<file path="src/design/backslash_escape_decoder_macros.svh">
// Assertion macros shared by the decoder modules.
// Each macro takes a label, the clock, the active-low reset and the property terms.
`ifndef BACKSLASH_ESCAPE_DECODER_MACROS_SVH
`define BACKSLASH_ESCAPE_DECODER_MACROS_SVH

`ifndef SYNTHESIS

// A condition that must hold at every clock edge out of reset.
`define BED_ASSERT(label, clk, rst_n, expr) \
	label: assert property (@(posedge clk) disable iff (!rst_n) (expr)) \
		else $error("backslash escape decoder: assertion failed");

// A condition that must hold in the same cycle as its trigger.
`define BED_ASSERT_IMP(label, clk, rst_n, ante, cons) \
	label: assert property (@(posedge clk) disable iff (!rst_n) (ante) |-> (cons)) \
		else $error("backslash escape decoder: assertion failed");

// A condition that must hold in the cycle after its trigger.
`define BED_ASSERT_NXT(label, clk, rst_n, ante, cons) \
	label: assert property (@(posedge clk) disable iff (!rst_n) (ante) |=> (cons)) \
		else $error("backslash escape decoder: assertion failed");

`else

`define BED_ASSERT(label, clk, rst_n, expr)
`define BED_ASSERT_IMP(label, clk, rst_n, ante, cons)
`define BED_ASSERT_NXT(label, clk, rst_n, ante, cons)

`endif

`endif

</file>
<file path="src/design/bed_pkg.sv">
package bed_pkg;

	// Decoder modes.
	typedef enum logic [2:0] {
		MODE_NORMAL  = 3'd0,
		MODE_ESCAPE  = 3'd1,
		MODE_OCTAL   = 3'd2,
		MODE_HEX     = 3'd3,
		MODE_DISCARD = 3'd4
	} mode_t;

	// Character codes recognised by the decoder.
	localparam logic [7:0] CH_BACKSLASH = 8'h5C;
	localparam logic [7:0] CH_QUOTE     = 8'h22;
	localparam logic [7:0] CH_LC_A      = 8'h61;
	localparam logic [7:0] CH_LC_B      = 8'h62;
	localparam logic [7:0] CH_LC_C      = 8'h63;
	localparam logic [7:0] CH_LC_F      = 8'h66;
	localparam logic [7:0] CH_LC_N      = 8'h6E;
	localparam logic [7:0] CH_LC_R      = 8'h72;
	localparam logic [7:0] CH_LC_T      = 8'h74;
	localparam logic [7:0] CH_LC_V      = 8'h76;
	localparam logic [7:0] CH_LC_X      = 8'h78;

	// Control bytes produced by the simple escapes.
	localparam logic [7:0] CTL_BEL = 8'd7;
	localparam logic [7:0] CTL_BS  = 8'd8;
	localparam logic [7:0] CTL_FF  = 8'd12;
	localparam logic [7:0] CTL_LF  = 8'd10;
	localparam logic [7:0] CTL_CR  = 8'd13;
	localparam logic [7:0] CTL_HT  = 8'd9;
	localparam logic [7:0] CTL_VT  = 8'd11;

	// Digit limits of the numeric escapes.
	localparam logic [1:0] OCT_DIGITS_MAX = 2'd3;
	localparam logic [1:0] HEX_DIGITS_MAX = 2'd2;

	// Result queue.
	localparam int QDEPTH = 4;
	localparam int QPTR_W = $clog2(QDEPTH);
	localparam int QCNT_W = $clog2(QDEPTH + 1);

	// Bytes produced by one decoded input beat.
	typedef struct packed {
		logic [1:0] count;
		logic [7:0] data0;
		logic [7:0] data1;
	} push_t;

endpackage

</file>
<file path="src/design/bed_ifs.sv">
// Input channel: one text byte per beat.
interface bed_text_if;
	logic       valid;
	logic       ready;
	logic [7:0] text_byte;
	logic       text_last;

	modport source (output valid, output text_byte, output text_last, input ready);
	modport sink   (input valid, input text_byte, input text_last, output ready);
endinterface

// Output channel: one decoded byte per beat.
interface bed_byte_if;
	logic       valid;
	logic       ready;
	logic [7:0] out_byte;
	logic       run_last;

	modport source (output valid, output out_byte, output run_last, input ready);
	modport sink   (input valid, input out_byte, input run_last, output ready);
endinterface

</file>
<file path="src/design/bed_decode.sv">
`include "backslash_escape_decoder_macros.svh"

module bed_decode
	import bed_pkg::*;
(
	input  logic        clk,
	input  logic        arst_n,
	bed_text_if.sink    text,
	input  logic        room,
	output logic        push_en,
	output push_t       push
);

	logic       valid_s1;
	logic [7:0] text_byte_s1;
	logic       text_last_s1;

	mode_t      mode_q, mode_d;
	logic [7:0] value_q, value_d;
	logic [1:0] count_q, count_d;

	logic       is_oct, is_hex, is_digit, full;
	logic [3:0] hex_val;
	logic [7:0] acc;
	logic [1:0] count_inc;

	// The input register empties whenever the queue can take two more bytes.
	assign push_en    = valid_s1 && room;
	assign text.ready = !valid_s1 || room;

	// Input register.
	always_ff @(posedge clk or negedge arst_n) begin
		if (!arst_n) begin
			valid_s1 <= 1'b0;
		end else if (text.valid && text.ready) begin
			valid_s1 <= 1'b1;
		end else if (push_en) begin
			valid_s1 <= 1'b0;
		end
	end

	always_ff @(posedge clk) begin
		if (text.valid && text.ready) begin
			text_byte_s1 <= text.text_byte;
			text_last_s1 <= text.text_last;
		end
	end

	// Digit classification of the registered byte.
	always_comb begin
		is_oct  = text_byte_s1 inside {[8'h30:8'h37]};
		is_hex  = text_byte_s1 inside {[8'h30:8'h39], [8'h41:8'h46], [8'h61:8'h66]};
		hex_val = (text_byte_s1 <= 8'h39) ? text_byte_s1[3:0] : (text_byte_s1[3:0] + 4'd9);
		is_digit  = (mode_q == MODE_OCTAL) ? is_oct : is_hex;
		acc       = (mode_q == MODE_OCTAL) ? {value_q[4:0], text_byte_s1[2:0]}
			: {value_q[3:0], hex_val};
		count_inc = count_q + 2'd1;
		full      = (mode_q == MODE_OCTAL) ? (count_inc >= OCT_DIGITS_MAX)
			: (count_inc >= HEX_DIGITS_MAX);
	end

	// Decode of one byte against the current mode.
	always_comb begin
		push    = '0;
		mode_d  = mode_q;
		value_d = value_q;
		count_d = count_q;
		case (mode_q)
			MODE_NORMAL: begin
				if (text_byte_s1 == CH_BACKSLASH && !text_last_s1) begin
					mode_d = MODE_ESCAPE;
				end else begin
					push.count = 2'd1;
					push.data0 = text_byte_s1;
				end
			end
			MODE_ESCAPE: begin
				mode_d     = MODE_NORMAL;
				push.count = 2'd1;
				case (text_byte_s1)
					CH_QUOTE, CH_BACKSLASH: push.data0 = text_byte_s1;
					CH_LC_A: push.data0 = CTL_BEL;
					CH_LC_B: push.data0 = CTL_BS;
					CH_LC_F: push.data0 = CTL_FF;
					CH_LC_N: push.data0 = CTL_LF;
					CH_LC_R: push.data0 = CTL_CR;
					CH_LC_T: push.data0 = CTL_HT;
					CH_LC_V: push.data0 = CTL_VT;
					CH_LC_C: begin
						mode_d     = MODE_DISCARD;
						push.count = 2'd0;
					end
					CH_LC_X: begin
						mode_d     = MODE_HEX;
						value_d    = 8'd0;
						count_d    = 2'd0;
						push.count = text_last_s1 ? 2'd1 : 2'd0;
						push.data0 = 8'd0;
					end
					default: begin
						if (is_oct) begin
							mode_d     = MODE_OCTAL;
							value_d    = {5'd0, text_byte_s1[2:0]};
							count_d    = 2'd1;
							push.count = text_last_s1 ? 2'd1 : 2'd0;
							push.data0 = {5'd0, text_byte_s1[2:0]};
						end else begin
							push.count = 2'd2;
							push.data0 = CH_BACKSLASH;
							push.data1 = text_byte_s1;
						end
					end
				endcase
			end
			MODE_OCTAL, MODE_HEX: begin
				if (is_digit) begin
					value_d = acc;
					count_d = count_inc;
					if (full || text_last_s1) begin
						mode_d     = MODE_NORMAL;
						push.count = 2'd1;
						push.data0 = acc;
					end
				end else begin
					// A non-digit flushes the value and is then decoded as plain text.
					push.data0 = value_q;
					if (text_byte_s1 == CH_BACKSLASH && !text_last_s1) begin
						mode_d     = MODE_ESCAPE;
						push.count = 2'd1;
					end else begin
						mode_d     = MODE_NORMAL;
						push.count = 2'd2;
						push.data1 = text_byte_s1;
					end
				end
			end
			MODE_DISCARD: begin
				push.count = 2'd0;
			end
			default: begin
				mode_d = MODE_NORMAL;
			end
		endcase

		// The end of the text returns the decoder to its reset state.
		if (text_last_s1) begin
			mode_d  = MODE_NORMAL;
			value_d = 8'd0;
			count_d = 2'd0;
		end
	end

	// Decoder state advances with each decoded beat.
	always_ff @(posedge clk or negedge arst_n) begin
		if (!arst_n) begin
			mode_q  <= MODE_NORMAL;
			value_q <= 8'd0;
			count_q <= 2'd0;
		end else if (push_en) begin
			mode_q  <= mode_d;
			value_q <= value_d;
			count_q <= count_d;
		end
	end

	`BED_ASSERT_IMP(a_discard_silent, clk, arst_n, push_en && mode_q == MODE_DISCARD, push.count == 2'd0)
	`BED_ASSERT_NXT(a_last_resets, clk, arst_n, push_en && text_last_s1, mode_q == MODE_NORMAL && count_q == 2'd0)
	`BED_ASSERT_IMP(a_two_only_no_escape, clk, arst_n, push_en && push.count == 2'd2, mode_d == MODE_NORMAL)

endmodule

</file>
<file path="src/design/bed_out_queue.sv">
`include "backslash_escape_decoder_macros.svh"

module bed_out_queue
	import bed_pkg::*;
(
	input  logic        clk,
	input  logic        arst_n,
	input  logic        push_en,
	input  push_t       push,
	output logic        room,
	bed_byte_if.source  result
);

	logic [7:0]        data_q [QDEPTH];
	logic              last_q [QDEPTH];
	logic [QPTR_W-1:0] wr_ptr_q, rd_ptr_q, wr_ptr_1;
	logic [QCNT_W-1:0] count_q;
	logic              pop;

	// Space for the largest burst of one beat, judged on the registered fill level.
	assign room     = count_q <= QCNT_W'(QDEPTH - 2);
	assign pop      = result.valid && result.ready;
	assign wr_ptr_1 = wr_ptr_q + QPTR_W'(1);

	assign result.valid    = count_q != '0;
	assign result.out_byte = data_q[rd_ptr_q];
	assign result.run_last = last_q[rd_ptr_q];

	// Pointers and fill level.
	always_ff @(posedge clk or negedge arst_n) begin
		if (!arst_n) begin
			wr_ptr_q <= '0;
			rd_ptr_q <= '0;
			count_q  <= '0;
		end else begin
			if (push_en) begin
				wr_ptr_q <= wr_ptr_q + QPTR_W'(push.count);
			end
			if (pop) begin
				rd_ptr_q <= rd_ptr_q + QPTR_W'(1);
			end
			count_q <= count_q + (push_en ? QCNT_W'(push.count) : '0) - QCNT_W'(pop);
		end
	end

	// Entry storage; the final byte of a beat carries the last mark.
	always_ff @(posedge clk) begin
		if (push_en && push.count != 2'd0) begin
			data_q[wr_ptr_q] <= push.data0;
			last_q[wr_ptr_q] <= (push.count == 2'd1);
		end
		if (push_en && push.count == 2'd2) begin
			data_q[wr_ptr_1] <= push.data1;
			last_q[wr_ptr_1] <= 1'b1;
		end
	end

	`BED_ASSERT(a_no_overflow, clk, arst_n, count_q <= QCNT_W'(QDEPTH))
	`BED_ASSERT_IMP(a_push_fits, clk, arst_n, push_en, count_q <= QCNT_W'(QDEPTH - 2))
	`BED_ASSERT_NXT(a_drain_step, clk, arst_n, pop && !push_en, count_q == $past(count_q) - QCNT_W'(1))

endmodule

</file>
<file path="src/design/backslash_escape_decoder.sv">
// Backslash escape decoder.
// The text channel takes one byte of text per beat, with text_last marking the
// final byte of a text. The result channel gives the decoded bytes, one per beat;
// run_last marks the final byte caused by one text beat. A text beat gives no,
// one or two result bytes.
// A byte accepted from the text channel is held in the input register, decoded
// from it combinationally and stored in a four-entry result queue; its first
// result byte is offered once it is in the queue.
// Throughput: one text beat per cycle while each beat gives at most one byte and
// the receiver does not stall; beats that give two bytes fill the queue until the
// input register holds off. The input register advances only while the queue
// holds at most two bytes.
// Reset clears the decoder to plain text mode and empties the queue. When the
// receiver stalls, the queue fills, then the input register holds its byte and
// the text channel drops ready; no byte is lost or repeated.
module backslash_escape_decoder
	import bed_pkg::*;
(
	input  logic        clk,
	input  logic        arst_n,
	bed_text_if.sink    text,
	bed_byte_if.source  result
);

	logic  room;
	logic  push_en;
	push_t push;

	bed_decode u_decode (
		.clk     (clk),
		.arst_n  (arst_n),
		.text    (text),
		.room    (room),
		.push_en (push_en),
		.push    (push)
	);

	bed_out_queue u_out_queue (
		.clk     (clk),
		.arst_n  (arst_n),
		.push_en (push_en),
		.push    (push),
		.room    (room),
		.result  (result)
	);

endmodule

</file>
<file path="src/flat_wrapper.sv">
// flat-port wrapper written by rule: the top's interface ports become plain ports
module backslash_escape_decoder_flat import bed_pkg::*;
  (clk, arst_n, text_valid, text_text_byte, text_text_last, text_ready, result_valid, result_out_byte, result_run_last, result_ready);
  bed_text_if text_i ();
  bed_byte_if result_i ();
  input  logic clk;
  input  logic arst_n;
  input wire logic [$bits(text_i.valid)-1:0] text_valid;
  input wire logic [$bits(text_i.text_byte)-1:0] text_text_byte;
  input wire logic [$bits(text_i.text_last)-1:0] text_text_last;
  output wire logic [$bits(text_i.ready)-1:0] text_ready;
  output wire logic [$bits(result_i.valid)-1:0] result_valid;
  output wire logic [$bits(result_i.out_byte)-1:0] result_out_byte;
  output wire logic [$bits(result_i.run_last)-1:0] result_run_last;
  input wire logic [$bits(result_i.ready)-1:0] result_ready;
  assign text_i.valid = text_valid;
  assign text_i.text_byte = text_text_byte;
  assign text_i.text_last = text_text_last;
  assign text_ready = text_i.ready;
  assign result_valid = result_i.valid;
  assign result_out_byte = result_i.out_byte;
  assign result_run_last = result_i.run_last;
  assign result_i.ready = result_ready;
  backslash_escape_decoder u_core (.clk(clk), .arst_n(arst_n), .text(text_i), .result(result_i));
endmodule
</file>
<file path="config.mk">
export PLATFORM = sky130hd
export DESIGN_NAME = backslash_escape_decoder_flat
export DESIGN_NICKNAME = d
export VERILOG_FILES = /design/src/design/bed_pkg.sv /design/src/design/bed_ifs.sv /design/src/design/bed_decode.sv /design/src/design/bed_out_queue.sv /design/src/design/backslash_escape_decoder.sv /design/src/flat_wrapper.sv
export VERILOG_INCLUDE_DIRS = /design/src /design/src/design
export SDC_FILE = /design/constraint.sdc
export NUM_CORES = 1
export LEC_CHECK = 0
export ABC_CLOCK_PERIOD_IN_PS = 3650
export BUFFER_PORTS_ARGS = -buffer_cell sky130_fd_sc_hd__buf_2
export CAP_MARGIN = 10
export CELL_PAD_IN_SITES_DETAIL_PLACEMENT = 1
export CELL_PAD_IN_SITES_GLOBAL_PLACEMENT = 1
export CORE_MARGIN = 5
export CORE_UTILIZATION = 45
export DETAILED_ROUTE_END_ITERATION = 12
export GPL_TIMING_DRIVEN = 0
export PLACE_DENSITY = 0.79
export SLEW_MARGIN = 10
export SYNTH_ARGS = -nofsm -noshare
export SYNTH_HDL_FRONTEND = slang
export SYNTH_SLANG_ARGS = --single-unit
</file>
<file path="constraint.sdc">
create_clock -name clk -period 3.65 [get_ports clk]
set_clock_uncertainty 0.1 [all_clocks]
set_input_delay 0.73 -clock clk [delete_from_list [all_inputs] [get_ports clk]]
set_output_delay 0.73 -clock clk [all_outputs]
set_load 0.03 [all_outputs]
</file>
# Yosys cells after proc, flatten, opt, wreduce, memory -nomap -nowiden
# Memories as Yosys holds them, arrays and structs flattened.
# Index checks and enable logic that the tools add are counted.
# W data, S select, Z words.
dict set report op_classes {
  n_shift 0
  bitwise_logic 0
  muxes 44
  reduce_logical 28
  order_cmp 10
  multipliers 0
  add_sub_neg 7
  eq_ne 23
  div_mod_pow 0
}
# cell n
set op_table {}
lappend op_table {{$eq A8 B7 Y1 const B} 10}
lappend op_table {{$pmux W8 S9} 1}
lappend op_table {{$mux W8} 8}
lappend op_table {{$pmux W8 S2} 3}
lappend op_table {{$pmux W8 S3} 1}
lappend op_table {{$mux W10} 2}
lappend op_table {{$mux W9} 2}
lappend op_table {{$ge A8 B7 Y1 const B} 2}
lappend op_table {{$le A8 B6 Y1 const B} 2}
lappend op_table {{$le A8 B7 Y1 const B} 2}
lappend op_table {{$mux W2} 6}
lappend op_table {{$mux W3} 4}
lappend op_table {{$pmux W2 S3} 2}
lappend op_table {{$pmux W3 S4} 1}
lappend op_table {{$reduce_or A11 Y1} 1}
lappend op_table {{$logic_and A1 B1 Y1} 10}
lappend op_table {{$mux W1} 10}
lappend op_table {{$reduce_or A10 Y1} 1}
lappend op_table {{$ne A3 B3 Y1 const B} 3}
lappend op_table {{$pmux W3 S3} 1}
lappend op_table {{$reduce_bool A3 Y1} 3}
lappend op_table {{$reduce_or A9 Y1} 1}
lappend op_table {{$eq A8 B6 Y1 const B} 1}
lappend op_table {{$ge A8 B6 Y1 const B} 1}
lappend op_table {{24 further kinds} 34}
dict set report totals {
  ramBits 36
  word_cells 123
  reg_bits 30
  latch_bits 0
  n_memories 2
  mem_bits_ro 0
  in_bits 13
}
# memory depth width read_ports rd_clocked_by_memory_dff wr line
set mem_list {}
lappend mem_list {u_core.u_out_queue.data_q 4 8 1 0 2 bed_out_queue.sv:14} ;# logic [7:0] data_q [QDEPTH];
lappend mem_list {u_core.u_out_queue.last_q 4 1 1 0 2 bed_out_queue.sv:15} ;# logic last_q [QDEPTH];

# Logic depth before layout (Yosys ltp)
# Gate-level depths: netlist (run 1).
dict set report depth {
  word_depth 11
  ltp_mapped 15
  depth_no_buf 13
}

# Cells and area by module
# From an unflattened synthesis (run 1), not the netlist that was laid out.
dict set report hier_totals {
  hier_cells 394
  hier_area_um2 4362.9
}
# mod cells_per_inst area_each_um2 instances
set by_module_without_submodules {}
lappend by_module_without_submodules {bed_out_queue 150 2265.9 1}
lappend by_module_without_submodules {bed_decode 244 2097.0 1}

# Least setup slack after synthesis (run 1)
# Ideal clock, no wire load.
dict set report synth_timing {
  path_type {flip-flop to flip-flop}
  from {register u_core.u_decode.text_byte_s1[0]}
  to {register u_core.u_out_queue.count_q[2]}
  stages_incl_launch_ff 16
  required_time_ps 3427
  setup_time_ps 123
  synth_period_minus_slack_ps 3391
  path_buffers 3
  path_slack_ps 259
  arrival_ps 3168
  cell_sequence {edfxtp_1 clkbuf_1 inv_1 ha_1 nand4b_1 or3_1 clkbuf_1 nand3_1 nor3_4 a21oi_2 buf_6 nand2b_1 ha_1 fa_1 xor2_1 xnor2_1}
}
dict set report synth_via {
  elab_chain_cells 9
}
# item line
set synth_rtl {}
lappend synth_rtl {{start: declaration} bed_decode.sv:15} ;# logic [7:0] text_byte_s1;
lappend synth_rtl {{start signal: assignment} bed_decode.sv:44} ;# text_byte_s1 <= text.text_byte;
lappend synth_rtl {{$ge A8 B6 Y1, or another cell as far along} {bed_decode.sv:51, bed_decode.sv:52}}
lappend synth_rtl {{$logic_and A1 B1 Y1} bed_decode.sv:52} ;# is_hex = text_byte_s1 inside {[8'h30:8'h39], [8'h41:8'h46], [8'h61:8'h66]};
lappend synth_rtl {{$reduce_bool A3 Y1} bed_decode.sv:52}
lappend synth_rtl {{$mux W1} bed_decode.sv:54} ;# is_digit = (mode_q == MODE_OCTAL) ? is_oct : is_hex;
lappend synth_rtl {{$mux W10} bed_decode.sv:116} ;# if (is_digit) begin
lappend synth_rtl {{$pmux W2 S3 (*)} bed_decode.sv:68} ;# case (mode_q)
lappend synth_rtl {{$mux W2 (*)} bed_out_queue.sv:42} ;# count_q <= count_q + (push_en ? QCNT_W'(push.count) : '0) - QCNT_W'(pop);
lappend synth_rtl {{$add A3 B2 Y3 (*)} bed_out_queue.sv:42}
lappend synth_rtl {{$sub A3 B1 Y3 (*)} bed_out_queue.sv:42}
lappend synth_rtl {{end signal: assignment} bed_out_queue.sv:42}
lappend synth_rtl {{end: declaration} bed_out_queue.sv:17} ;# logic [QCNT_W-1:0] count_q;
# Every way passes the cells marked *; elsewhere a longest branch is shown, timed or not.
# A chain may end at the register's enable or synchronous reset.

# Worst setup path after layout (run 1)
dict set report layout_timing {
  from {register u_core.u_decode.text_byte_s1[1]}
  to {register u_core.u_out_queue.count_q[2]}
}
# Same word-level chain as after synthesis.

==> flow_metrics.py, run 1 <==
metrics = {
    "cells_and_area": {
        "area_growth_pct": 14.2,
        "fill_cells": 982,
        "diodes": 0,
        "fin_cells": 523,
        "finalNetCount": 431,
        "final-seq-area_um2": 1840,
        "layout-drive-gt1-share": 0.306,
        "multiInputGateArea_um2": 2220,
    },
    "sta": {
        "finalCritPeriodShare": 0.961,
        "drv_slew": 0,
        "setup_violations": 0,
        "rsz0062_at_grt": "true",
        "tns_ps": 0,
        "worstMarginPinSlew_ps": 775,
        "min_period_ps": 3510,
        "relSlewSlack": 0.470,
        "timing_hold_violations_final": 0,
        "clock.fmax_mhz": 285,
        "hold_slack_ps": 234,
        "fin_ws_ps": 141,
    },
    "synthesis": {
        "netlist_instances": 371,
        "synth_edf_count": 41,
        "synthesis.nets": 395,
        "synth.distinct_cells": 68,
        "synth_seq_area_share": 0.438,
        "yosysTopAreaCell": "edfxtp_1",
        "yosys_warnings": 0,
        "yosys_register_bits": 66,
        "synthFlopType": "edfxtp_1",
        "synth_top_area_frac": 0.294,
        "synthTopCellsByArea": "edfxtp_1, dfrtp_1, mux2_4",
        "synth-async-reset-ratio": 0.318,
        "syn_avg_cell_area_um2": 11.3,
        "syn-cell-area_um2": 4190,
    },
    "clock_tree": {
        "clockRootBuffer": "clkbuf_8",
        "cts_made_buffers": 9,
        "clk_latency_ps": 360,
        "cts_sinks": 66,
        "cts_buffer_depth": 2,
        "cts_tree": "yes",
        "htree_num_levels": 3,
        "path_clk_slew_ps": 80,
    },
    "die": {
        "die-width_um": 106,
        "die_height_um": 106,
        "core.rowCount": 35,
        "start_util": 0.458,
        "io_pins": 24,
        "coreArea_um2": 9150,
        "die-area_um2": 11300,
    },
    "critical_path": {
        "crit_fanout": 10,
        "worstSetupPathType": "reg -> reg",
        "arrival_ps": 3660,
        "worstSetupEndpointType": "flop",
        "cp_cell_sequence": "clkbuf_4, inv_1, ha_1, nand4b_1, buf_4, nor3_4, or3b_4, nor3_4, a21oi_2, buf_6, nand2b_1, ha_1, fa_1, xor2_1, xnor2_1",
        "cpMaxStageDelayCell": "fa_1",
        "startpoint_type": "flop",
        "slowest_delay_ps": 440,
        "cp_data_required_time_ps": 3800,
    },
    "route": {
        "antenna_left": 0,
        "routedWlPerCell_um": 21.6,
        "vias": 3215,
        "wirelength_mm": 11.3,
        "first_pass_iters": 4,
        "drc": 0,
        "via_per_inst": 6.15,
        "dr.first_iter.drc_count": 223,
    },
    "placed_design": {
        "port_buffers": 23,
        "place_inst": 505,
        "dp_hpwl_mm": 7.89,
        "finalWeightedCongestion": 0.929,
        "pre_cts_ws_ps": -551,
    },
    "power_and_ir_drop": {
        "total_leakage_power_nw": 1.93,
        "p_per_area_nw_per_um2": 926,
        "peakVddDrop_mv": 0.358,
    },
    "global_route": {
        "grt_pass1_vias": 3345,
        "antenna_found_initial": 0,
        "gr-usage-all-layers": 0.208,
        "grt_pass1_wl_mm": 18.0,
        "globalRoute.totalOverflow": 0,
        "grt_max_degree": 22,
    },
    "job": {
        "drv_cap": 0,
    },
    "status": {
        "status": "finished, final reports clean",
    },
    "hold_path": {
        "hp-class": "in -> async",
    },
}
==> power by group <==
| part | switching (mW) | leakage [nW] | internal, mW |
|---|---|---|---|
| Sequential | 0.142 | 0.681 | 1.17 |
| Clock | 0.307 | 0.122 | 0.445 |
| Combinational | 1.37 | 1.12 | 0.990 |
==> per-layer routing <==
metal / vias up / wire length, um / share of wire / track usage
li1: 1468 / - / - / -
met5: - / 0 / 0 / 0
met4: 0 / 350 / 0.031 / 0.0932
met1: 1628 / 4840 / 0.43 / 0.263
met2: 91 / 5600 / 0.50 / 0.352
met3: 28 / 485 / 0.043 / 0.0310
==> worst paths after layout <==
path,slack (ps),startpoint,to,cells after the start
max in group asynchronous,2860,arst_n,u_core.u_out_queue.wr_ptr_q[0]$_DFFE_PN0P_,1
worst min-delay path,230,arst_n,u_core.u_decode.mode_q[1]$_DFFE_PN0P_,1
min in group clk,390,u_core.u_out_queue.last_q[2]$_DFF_P_,u_core.u_out_queue.last_q[2]$_DFF_P_,1
worst min register to register,390,u_core.u_out_queue.last_q[2]$_DFF_P_,u_core.u_out_queue.last_q[2]$_DFF_P_,1
worst max-delay path,140,u_core.u_decode.text_byte_s1[1]$_DFFE_PP_,u_core.u_out_queue.count_q[2]$_DFF_PN0_,15
worst max register to register,140,u_core.u_decode.text_byte_s1[1]$_DFFE_PP_,u_core.u_out_queue.count_q[2]$_DFF_PN0_,15
==> layout make-up <==
cell class	count	area share
Inverter	15	0.0118
Buffer	26	0.0335
Multi-Input combinational cell	263	0.463
Clock buffer	12	0.0348
Clock inverter	4	0.0149
Sequential cell	66	0.384
Timing Repair Buffer	26	0.0288
Tap cell	111	0.0290
==> registers in the layout, summed over array words and instances, names as in the netlist <==
signal and flops:
u_core.u_decode.count_q 2, u_core.u_decode.mode_q 3, u_core.u_decode.text_byte_s1 8, u_core.u_decode.text_last_s1 1, u_core.u_decode.valid_s1 1, u_core.u_decode.value_q 8
u_core.u_out_queue.count_q 3, u_core.u_out_queue.data_q 32, u_core.u_out_queue.last_q 4, u_core.u_out_queue.rd_ptr_q 2, u_core.u_out_queue.wr_ptr_q 2
==> logic make-up after synthesis <==
group                      synth area share
AOI/OAI and AO/OA                     0.124
DFF                                   0.438
xor gates and xnor gates             0.0188
buffers and inverters                0.0499
muxes                                 0.178
adders and majority gates            0.0346
and+or+nand+nor                       0.157
==> what timing repair did <==
item,CTS,global route
hold buffers,0,0
resized for setup,10,14
setup endpoints to repair,68,37
setup buffers,0,3
pin swaps,0,1
==> through the flow <==
stage	util	total power, mW	instance area [um2]
6_report	0.523	4.43	4780
5_1_grt	0.523	4.70	4780
4_1_cts	0.515	4.41	4710
3_5_place_dp	0.485	3.62	4440
3_3_place_gp	0.485	3.53	4440
2_1_floorplan	-	3.04	4190
==> cell usage after synthesis (5+ instances only) <==
library cell / count
a21oi_1: 11
buf_2: 8
clkbuf_1: 11
dfrtp_1: 21
edfxtp_1: 41
ha_1: 10
inv_1: 15
mux2_2: 17
mux2_4: 16
mux2i_1: 11
mux4_2: 9
nand2_1: 30
nand2b_1: 6
nand3_1: 8
nor2_1: 20
nor3_1: 11
o211ai_1: 5
o21ai_0: 9
o31ai_1: 11
or3_1: 10
xor2_1: 5
==> placed cells by master, fill, tap and decap left out, types with 11 or more instances in the layout <==
cell / n
mux2_2: 17
buf_2: 31
o31ai_1: 11
nor2_1: 18
dfrtp_1: 21
mux2_4: 16
a21oi_1: 11
nand2_1: 30
edfxtp_1: 41
mux2i_1: 11
inv_1: 14
==> worst max-delay path: cells and delay by family (launching register included) <==
| kind | cells | cell delay (ps) |
|---|---|---|
| compound gates | 1 | 80 |
| xor+xnor | 2 | 280 |
| fa+ha+maj | 3 | 990 |
| buf+inv | 4 | 630 |
| flops | 1 | 380 |
| simple gates | 5 | 930 |
Note: power is estimated with default switching activity, not from simulation.
==> run 2, diff against run 1 <==
- REMOVE_ABC_BUFFERS: not set -> 1
- SYNTH_HIERARCHICAL: not set -> 1
==> flow_metrics.py, run 2 <==
metrics = {
    "route": {
        "vias": 3380,
        "antenna_left": 0,
        "via_per_inst": 5.79,
        "routedWlPerCell_um": 20.4,
        "dr.first_iter.drc_count": 198,
        "first_pass_iters": 4,
        "wirelength_mm": 11.9,
        "drc": 0,
    },
    "cells_and_area": {
        "design_area_um2": 5190,
        "layout-drive-gt1-share": 0.359,
        "regMostFlops": "u_core/u_out_queue/data_q",
        "finalNetCount": 470,
        "diodes": 0,
        "largest_reg_flops": 32,
        "area_growth_pct": 18.9,
        "largestRegisters": "u_core/u_out_queue/data_q (32), u_core/u_decode/text_byte_s1 (8), u_core/u_decode/value_q (8)",
        "final_common_cell": "edfxtp_1",
        "layout_common_cells": "edfxtp_1, buf_4, nand2_1",
        "fill_cells": 1034,
    },
    "synthesis": {
        "yosys_register_bits": 66,
        "synth_edf_count": 41,
        "synth_top_area_frac": 0.282,
        "yosysTopAreaCell": "edfxtp_1",
        "ys_top_cells_by_count": "edfxtp_1, nand2_1, nor2_1",
        "synthTopCellsByArea": "edfxtp_1, dfrtp_1, mux2_2",
        "netlist_instances": 394,
        "syn_avg_cell_area_um2": 11.1,
        "synth_seq_area_share": 0.421,
        "syn-cell-area_um2": 4360,
        "synth.distinct_cells": 81,
        "synth-async-reset-ratio": 0.318,
        "synthFlopType": "edfxtp_1",
        "yosys_warnings": 6,
        "synthMostInstantiatedCell": "edfxtp_1",
    },
    "die": {
        "die_height_um": 108,
        "core.rowCount": 36,
        "coreArea_um2": 9590,
        "io_pins": 24,
        "die-area_um2": 11800,
        "die-width_um": 108,
        "start_util": 0.455,
    },
    "sta": {
        "relSlewSlack": 0.529,
        "timing_hold_violations_final": 0,
        "worstMarginPinSlew_ps": 707,
        "hold_slack_ps": 228,
        "drv_slew": 0,
        "rsz0062_at_grt": "true",
        "setup_violations": 0,
        "min_period_ps": 3580,
        "finalCritPeriodShare": 0.981,
        "clock.fmax_mhz": 279,
    },
    "critical_path": {
        "crit_fanout": 8,
        "arrival_ps": 3710,
        "worstSetupEndpointType": "flop",
        "cp_data_required_time_ps": 3780,
        "worstSetupPathType": "reg -> reg",
        "cp_cell_sequence": "or2_1, nor3b_1, a31oi_2, and4_1, a31oi_4, clkinvlp_4, nand2_1, ha_1, fa_1, xor2_1, xnor2_1",
        "cpMaxStageDelayCell": "edfxtp_1",
        "startpoint_type": "flop",
        "slowest_delay_ps": 550,
        "critPathTopFamily": "simple AND/OR/NAND/NOR gates",
        "cp_num_buf_inv": 1,
    },
    "clock_tree": {
        "cts_sinks": 66,
        "htree_num_levels": 3,
        "path_clk_slew_ps": 70,
        "cts_buffer_depth": 2,
        "clockRootBuffer": "clkbuf_8",
        "clk_latency_ps": 350,
        "cts_tree": "yes",
        "cts_made_buffers": 9,
    },
    "placed_design": {
        "finalWeightedCongestion": 0.852,
        "post_dp_cell_area_um2": 4530,
        "dp_hpwl_mm": 8.23,
        "port_buffers": 23,
    },
    "job": {
        "drv_cap": 0,
    },
    "power_and_ir_drop": {
        "p_per_area_nw_per_um2": 748,
        "total_leakage_power_nw": 1.99,
        "peakVddDrop_mv": 0.275,
    },
    "global_route": {
        "gr-usage-all-layers": 0.205,
        "globalRoute.totalOverflow": 0,
        "grt_max_degree": 22,
        "grt_pass1_wl_mm": 18.4,
        "grt_pass1_vias": 3472,
        "antenna_found_initial": 0,
    },
    "status": {
        "status": "finished, final reports clean",
    },
    "hold_path": {
        "hp-class": "in -> async",
    },
}
[run 2: changes by cell type in the layout (fill, tap and decap cells not counted), moves of 8 or more]
cell	delta
mux2_2	+9
buf_2	-8
o31ai_1	-11
o21ai_0	+14
buf_4	+30
mux2_4	-8
[run 2: power breakdown]
part / switching (mW) / internal (mW) / leakage [nW]
clock network: 0.270 / 0.323 / 0.102
registers: 0.251 / 1.06 / 0.681
logic: 1.10 / 0.880 / 1.21
total: 1.62 / 2.26 / 1.99
[run 2: logic make-up (layout without fill, tap and decap cells)]
group | Yosys count | in the layout | synth area share
xor+xnor | 8 | 8 | 0.0161
simple gates | 136 | 136 | 0.181
mux | 53 | 53 | 0.165
fa+ha+maj | 11 | 11 | 0.0333
flops | 66 | 66 | 0.421
buf+inv | 31 | 88 | 0.0358
compound gates | 89 | 89 | 0.148
[run 2: what timing repair did]
action                     CTS  global route
hold buffers                 0             0
gates resized for setup     10            25
buffers inserted             6            31
pin swaps                    3             9
setup endpoints to repair   66            67
gates cloned                 0             0
[run 2: worst register-to-register path, delay by kind of cell (launching register included)]
family / cells / cell delay (ps)
buf+inv: 1 / 240
simple gates: 4 / 1040
xor+xnor: 2 / 310
fa+ha+maj: 2 / 700
flops: 1 / 550
compound gates: 2 / 540
[run 2: per-layer routing]
layer | GRT usage | part of all wire | vias up | wire length, um
met5 | 0 | 0 | - | 0
met4 | 0.0775 | 0.019 | 0 | 223
met3 | 0.0394 | 0.034 | 19 | 402
met2 | 0.343 | 0.51 | 68 | 6060
met1 | 0.262 | 0.44 | 1695 | 5240
li1 | - | - | 1598 | -
[run 2: final cells by class]
| cell class | count | area (um2) | share of cell area |
|---|---|---|---|
| clock buffer | 14 | 184 | 0.0355 |
| clock inverter | 2 | 10.0 | 0.00193 |
| inverter | 12 | 48.8 | 0.00941 |
| multi-input combinational | 297 | 2530 | 0.489 |
| sequential | 66 | 1840 | 0.354 |
| tap | 133 | 166 | 0.0321 |
| timing repair buffer | 60 | 405 | 0.0782 |
[run 2: per-stage QoR]
| step | setup TNS, ps | cells | power [mW] | util | setup WS (ps) |
|---|---|---|---|---|---|
| floorplan | 0 | 375 | 2.53 | - | 175 |
| global placement | -14400 | 531 | 2.90 | 0.472 | -413 |
| detailed placement | -18000 | 531 | 3.02 | 0.472 | -493 |
| CTS | -625 | 553 | 3.70 | 0.503 | -118 |
| global route | -1100 | 584 | 4.12 | 0.541 | -88.9 |
| finish | 0 | 584 | 3.88 | 0.541 | 70.7 |
[run 2: final timing paths]
path / from / to / slack (ps) / cells after the start
worst max-delay path: u_core/u_decode/text_byte_s1[7]$_DFFE_PP_ / u_core/u_out_queue/count_q[2]$_DFF_PN0_ / 70 / 11
worst min-delay path: arst_n / u_core/u_out_queue/rd_ptr_q[0]$_DFFE_PN0P_ / 230 / 1
worst max register to register: u_core/u_decode/text_byte_s1[7]$_DFFE_PP_ / u_core/u_out_queue/count_q[2]$_DFF_PN0_ / 70 / 11
worst min register to register: u_core/u_decode/value_q[5]$_DFFE_PN0P_ / u_core/u_decode/value_q[5]$_DFFE_PN0P_ / 390 / 2
max in group asynchronous: arst_n / u_core/u_decode/value_q[1]$_DFFE_PN0P_ / 2900 / 1
min in group clk: u_core/u_decode/value_q[5]$_DFFE_PN0P_ / u_core/u_decode/value_q[5]$_DFFE_PN0P_ / 390 / 2
==> run 3, diff against run 2 <==
- CELL_PAD_IN_SITES_DETAIL_PLACEMENT: 1 -> not set
- CELL_PAD_IN_SITES_GLOBAL_PLACEMENT: 1 -> not set
- CORE_UTILIZATION: 45 -> 56
==> flow_metrics.py, run 3 (synthesized netlist as in run 2, its figures left out) <==
metrics = {
    "global_route": {
        "globalRoute.totalOverflow": 0,
        "gr-usage-all-layers": 0.217,
        "grt_max_degree": 22,
        "grt_pass1_wl_mm": 16.7,
        "grt_pass1_vias": 3297,
        "antenna_found_initial": 0,
    },
    "power_and_ir_drop": {
        "switching_share": 0.406,
        "internal_power_mw": 2.28,
        "total_leakage_power_nw": 1.98,
        "power_frac_seq": 0.339,
        "p_clk_frac": 0.176,
        "peakVddDrop_mv": 0.346,
        "switchingPower_mw": 1.56,
        "pwr-share-comb": 0.485,
        "p_per_area_nw_per_um2": 750,
    },
    "cells_and_area": {
        "final_common_cell": "edfxtp_1",
        "diodes": 0,
        "layout-drive-gt1-share": 0.352,
        "largest_reg_flops": 32,
        "fill_cells": 579,
        "fin_cells": 548,
        "finalNetCount": 465,
        "largestRegisters": "u_core/u_out_queue/data_q (32), u_core/u_decode/text_byte_s1 (8), u_core/u_decode/value_q (8)",
        "regMostFlops": "u_core/u_out_queue/data_q",
        "layout_common_cells": "edfxtp_1, buf_4, nand2_1",
        "area_growth_pct": 17.3,
    },
    "clock_tree": {
        "clk_latency_ps": 350,
        "path_clk_slew_ps": 80,
        "clockRootBuffer": "clkbuf_8",
        "cts_hold_buf": 0,
        "cts_made_buffers": 9,
        "htree_num_levels": 3,
        "cts_tree": "yes",
        "cts_buffer_depth": 2,
        "cts_sinks": 66,
    },
    "placed_design": {
        "place_inst": 500,
        "dp_hpwl_mm": 7.03,
        "pre_cts_ws_ps": -360,
        "port_buffers": 23,
        "finalWeightedCongestion": 0.936,
    },
    "critical_path": {
        "startpoint_type": "flop",
        "worstSetupPathType": "reg -> reg",
        "cp.depth": 11,
        "worstSetupEndpointType": "flop",
        "crit_fanout": 8,
        "cp_cell_sequence": "inv_2, ha_1, nand2_1, or3_4, nor2_4, nor4_4, nand3b_1, buf_4, nand3b_4, or3_4, mux2_4",
        "rr_worst_depth": 11,
        "cp_num_buf_inv": 2,
        "arrival_ps": 3620,
        "cpMostUsedCell": "or3_4",
        "slowest_delay_ps": 490,
        "cpMaxStageDelayCell": "edfxtp_1",
        "cp_data_required_time_ps": 3650,
        "critPathTopFamily": "simple AND/OR/NAND/NOR gates",
    },
    "route": {
        "antenna_left": 0,
        "via_per_inst": 6.28,
        "first_pass_iters": 5,
        "vias": 3441,
        "wirelength_mm": 10.4,
        "routedWlPerCell_um": 19.0,
        "drc": 0,
        "dr.first_iter.drc_count": 357,
    },
    "status": {
        "status": "finished, final reports clean",
    },
    "sta": {
        "finalCritPeriodShare": 0.993,
        "fin_ws_ps": 25.0,
        "min_period_ps": 3620,
        "clock.fmax_mhz": 276,
        "timing_hold_violations_final": 0,
        "relSlewSlack": 0.538,
        "setup_violations": 0,
        "drv_slew": 0,
        "worstMarginPinSlew_ps": 693,
    },
    "die": {
        "start_util": 0.571,
        "die-width_um": 98.3,
        "die_height_um": 98.3,
        "die-area_um2": 9660,
        "core.rowCount": 32,
        "io_pins": 24,
        "coreArea_um2": 7650,
    },
    "job": {
        "drv_cap": 0,
    },
    "hold_path": {
        "hp-class": "in -> async",
    },
}
-- run 3: worst paths after layout --
check	start	end	slack, ps
worst min register to register	u_core/u_out_queue/last_q[1]$_DFF_P_	u_core/u_out_queue/last_q[1]$_DFF_P_	390
max in group asynchronous	arst_n	u_core/u_decode/value_q[2]$_DFFE_PN0P_	2880
worst max-delay path	u_core/u_decode/text_byte_s1[1]$_DFFE_PP_	u_core/u_out_queue/data_q[1][3]$_DFFE_PP_	30
worst min-delay path	arst_n	u_core/u_out_queue/rd_ptr_q[0]$_DFFE_PN0P_	220
min in group clk	u_core/u_out_queue/last_q[1]$_DFF_P_	u_core/u_out_queue/last_q[1]$_DFF_P_	390
worst max register to register	u_core/u_decode/text_byte_s1[1]$_DFFE_PP_	u_core/u_out_queue/data_q[1][3]$_DFFE_PP_	30
-- run 3: stage by stage --
step | util | setup TNS (ps) | total power [mW] | hold slack, ps | cell area, um2
2_1_floorplan | - | 0 | 2.53 | 334 | 4250
3_3_place_gp | 0.588 | -15350 | 2.89 | 369 | 4490
3_5_place_dp | 0.588 | -12810 | 2.95 | 377 | 4490
4_1_cts | 0.627 | -132 | 3.68 | 232 | 4800
5_1_grt | 0.669 | -231 | 4.08 | 254 | 5120
6_report | 0.669 | 0 | 3.84 | 224 | 5120
-- run 3: power groups by stage --
stage	combinational, mW	clock (mW)	sequential [mW]
final	1.86	0.674	1.30
after global routing	2.03	0.724	1.33
after CTS	1.68	0.681	1.31
after detailed placement	1.62	0	1.33
after global placement	1.57	0	1.32
after floorplan	1.29	0	1.24
-- run 3: cell type report --
type	count	area, um2	share of cell area
multi-input combinational	297	2510	0.492
sequential	66	1840	0.359
timing repair buffer	55	368	0.0719
clock buffer	11	163	0.0318
tap	102	128	0.0249
clock inverter	5	57.6	0.0112
inverter	12	48.8	0.00954
-- run 3: what timing repair did --
| action | 4_1_cts | 5_1_grt |
|---|---|---|
| resized for setup | 10 | 22 |
| endpoints found under the setup margin | 66 | 66 |
| setup buffers | 5 | 27 |
| pin swaps | 1 | 7 |
-- run 3: per-layer routing --
layer | vias up | track usage | part of all wire
li1 | 1594 | - | -
met1 | 1675 | 0.285 | 0.42
met2 | 145 | 0.361 | 0.49
met3 | 27 | 0.0479 | 0.065
met4 | 0 | 0.0672 | 0.021
met5 | - | 0 | 0
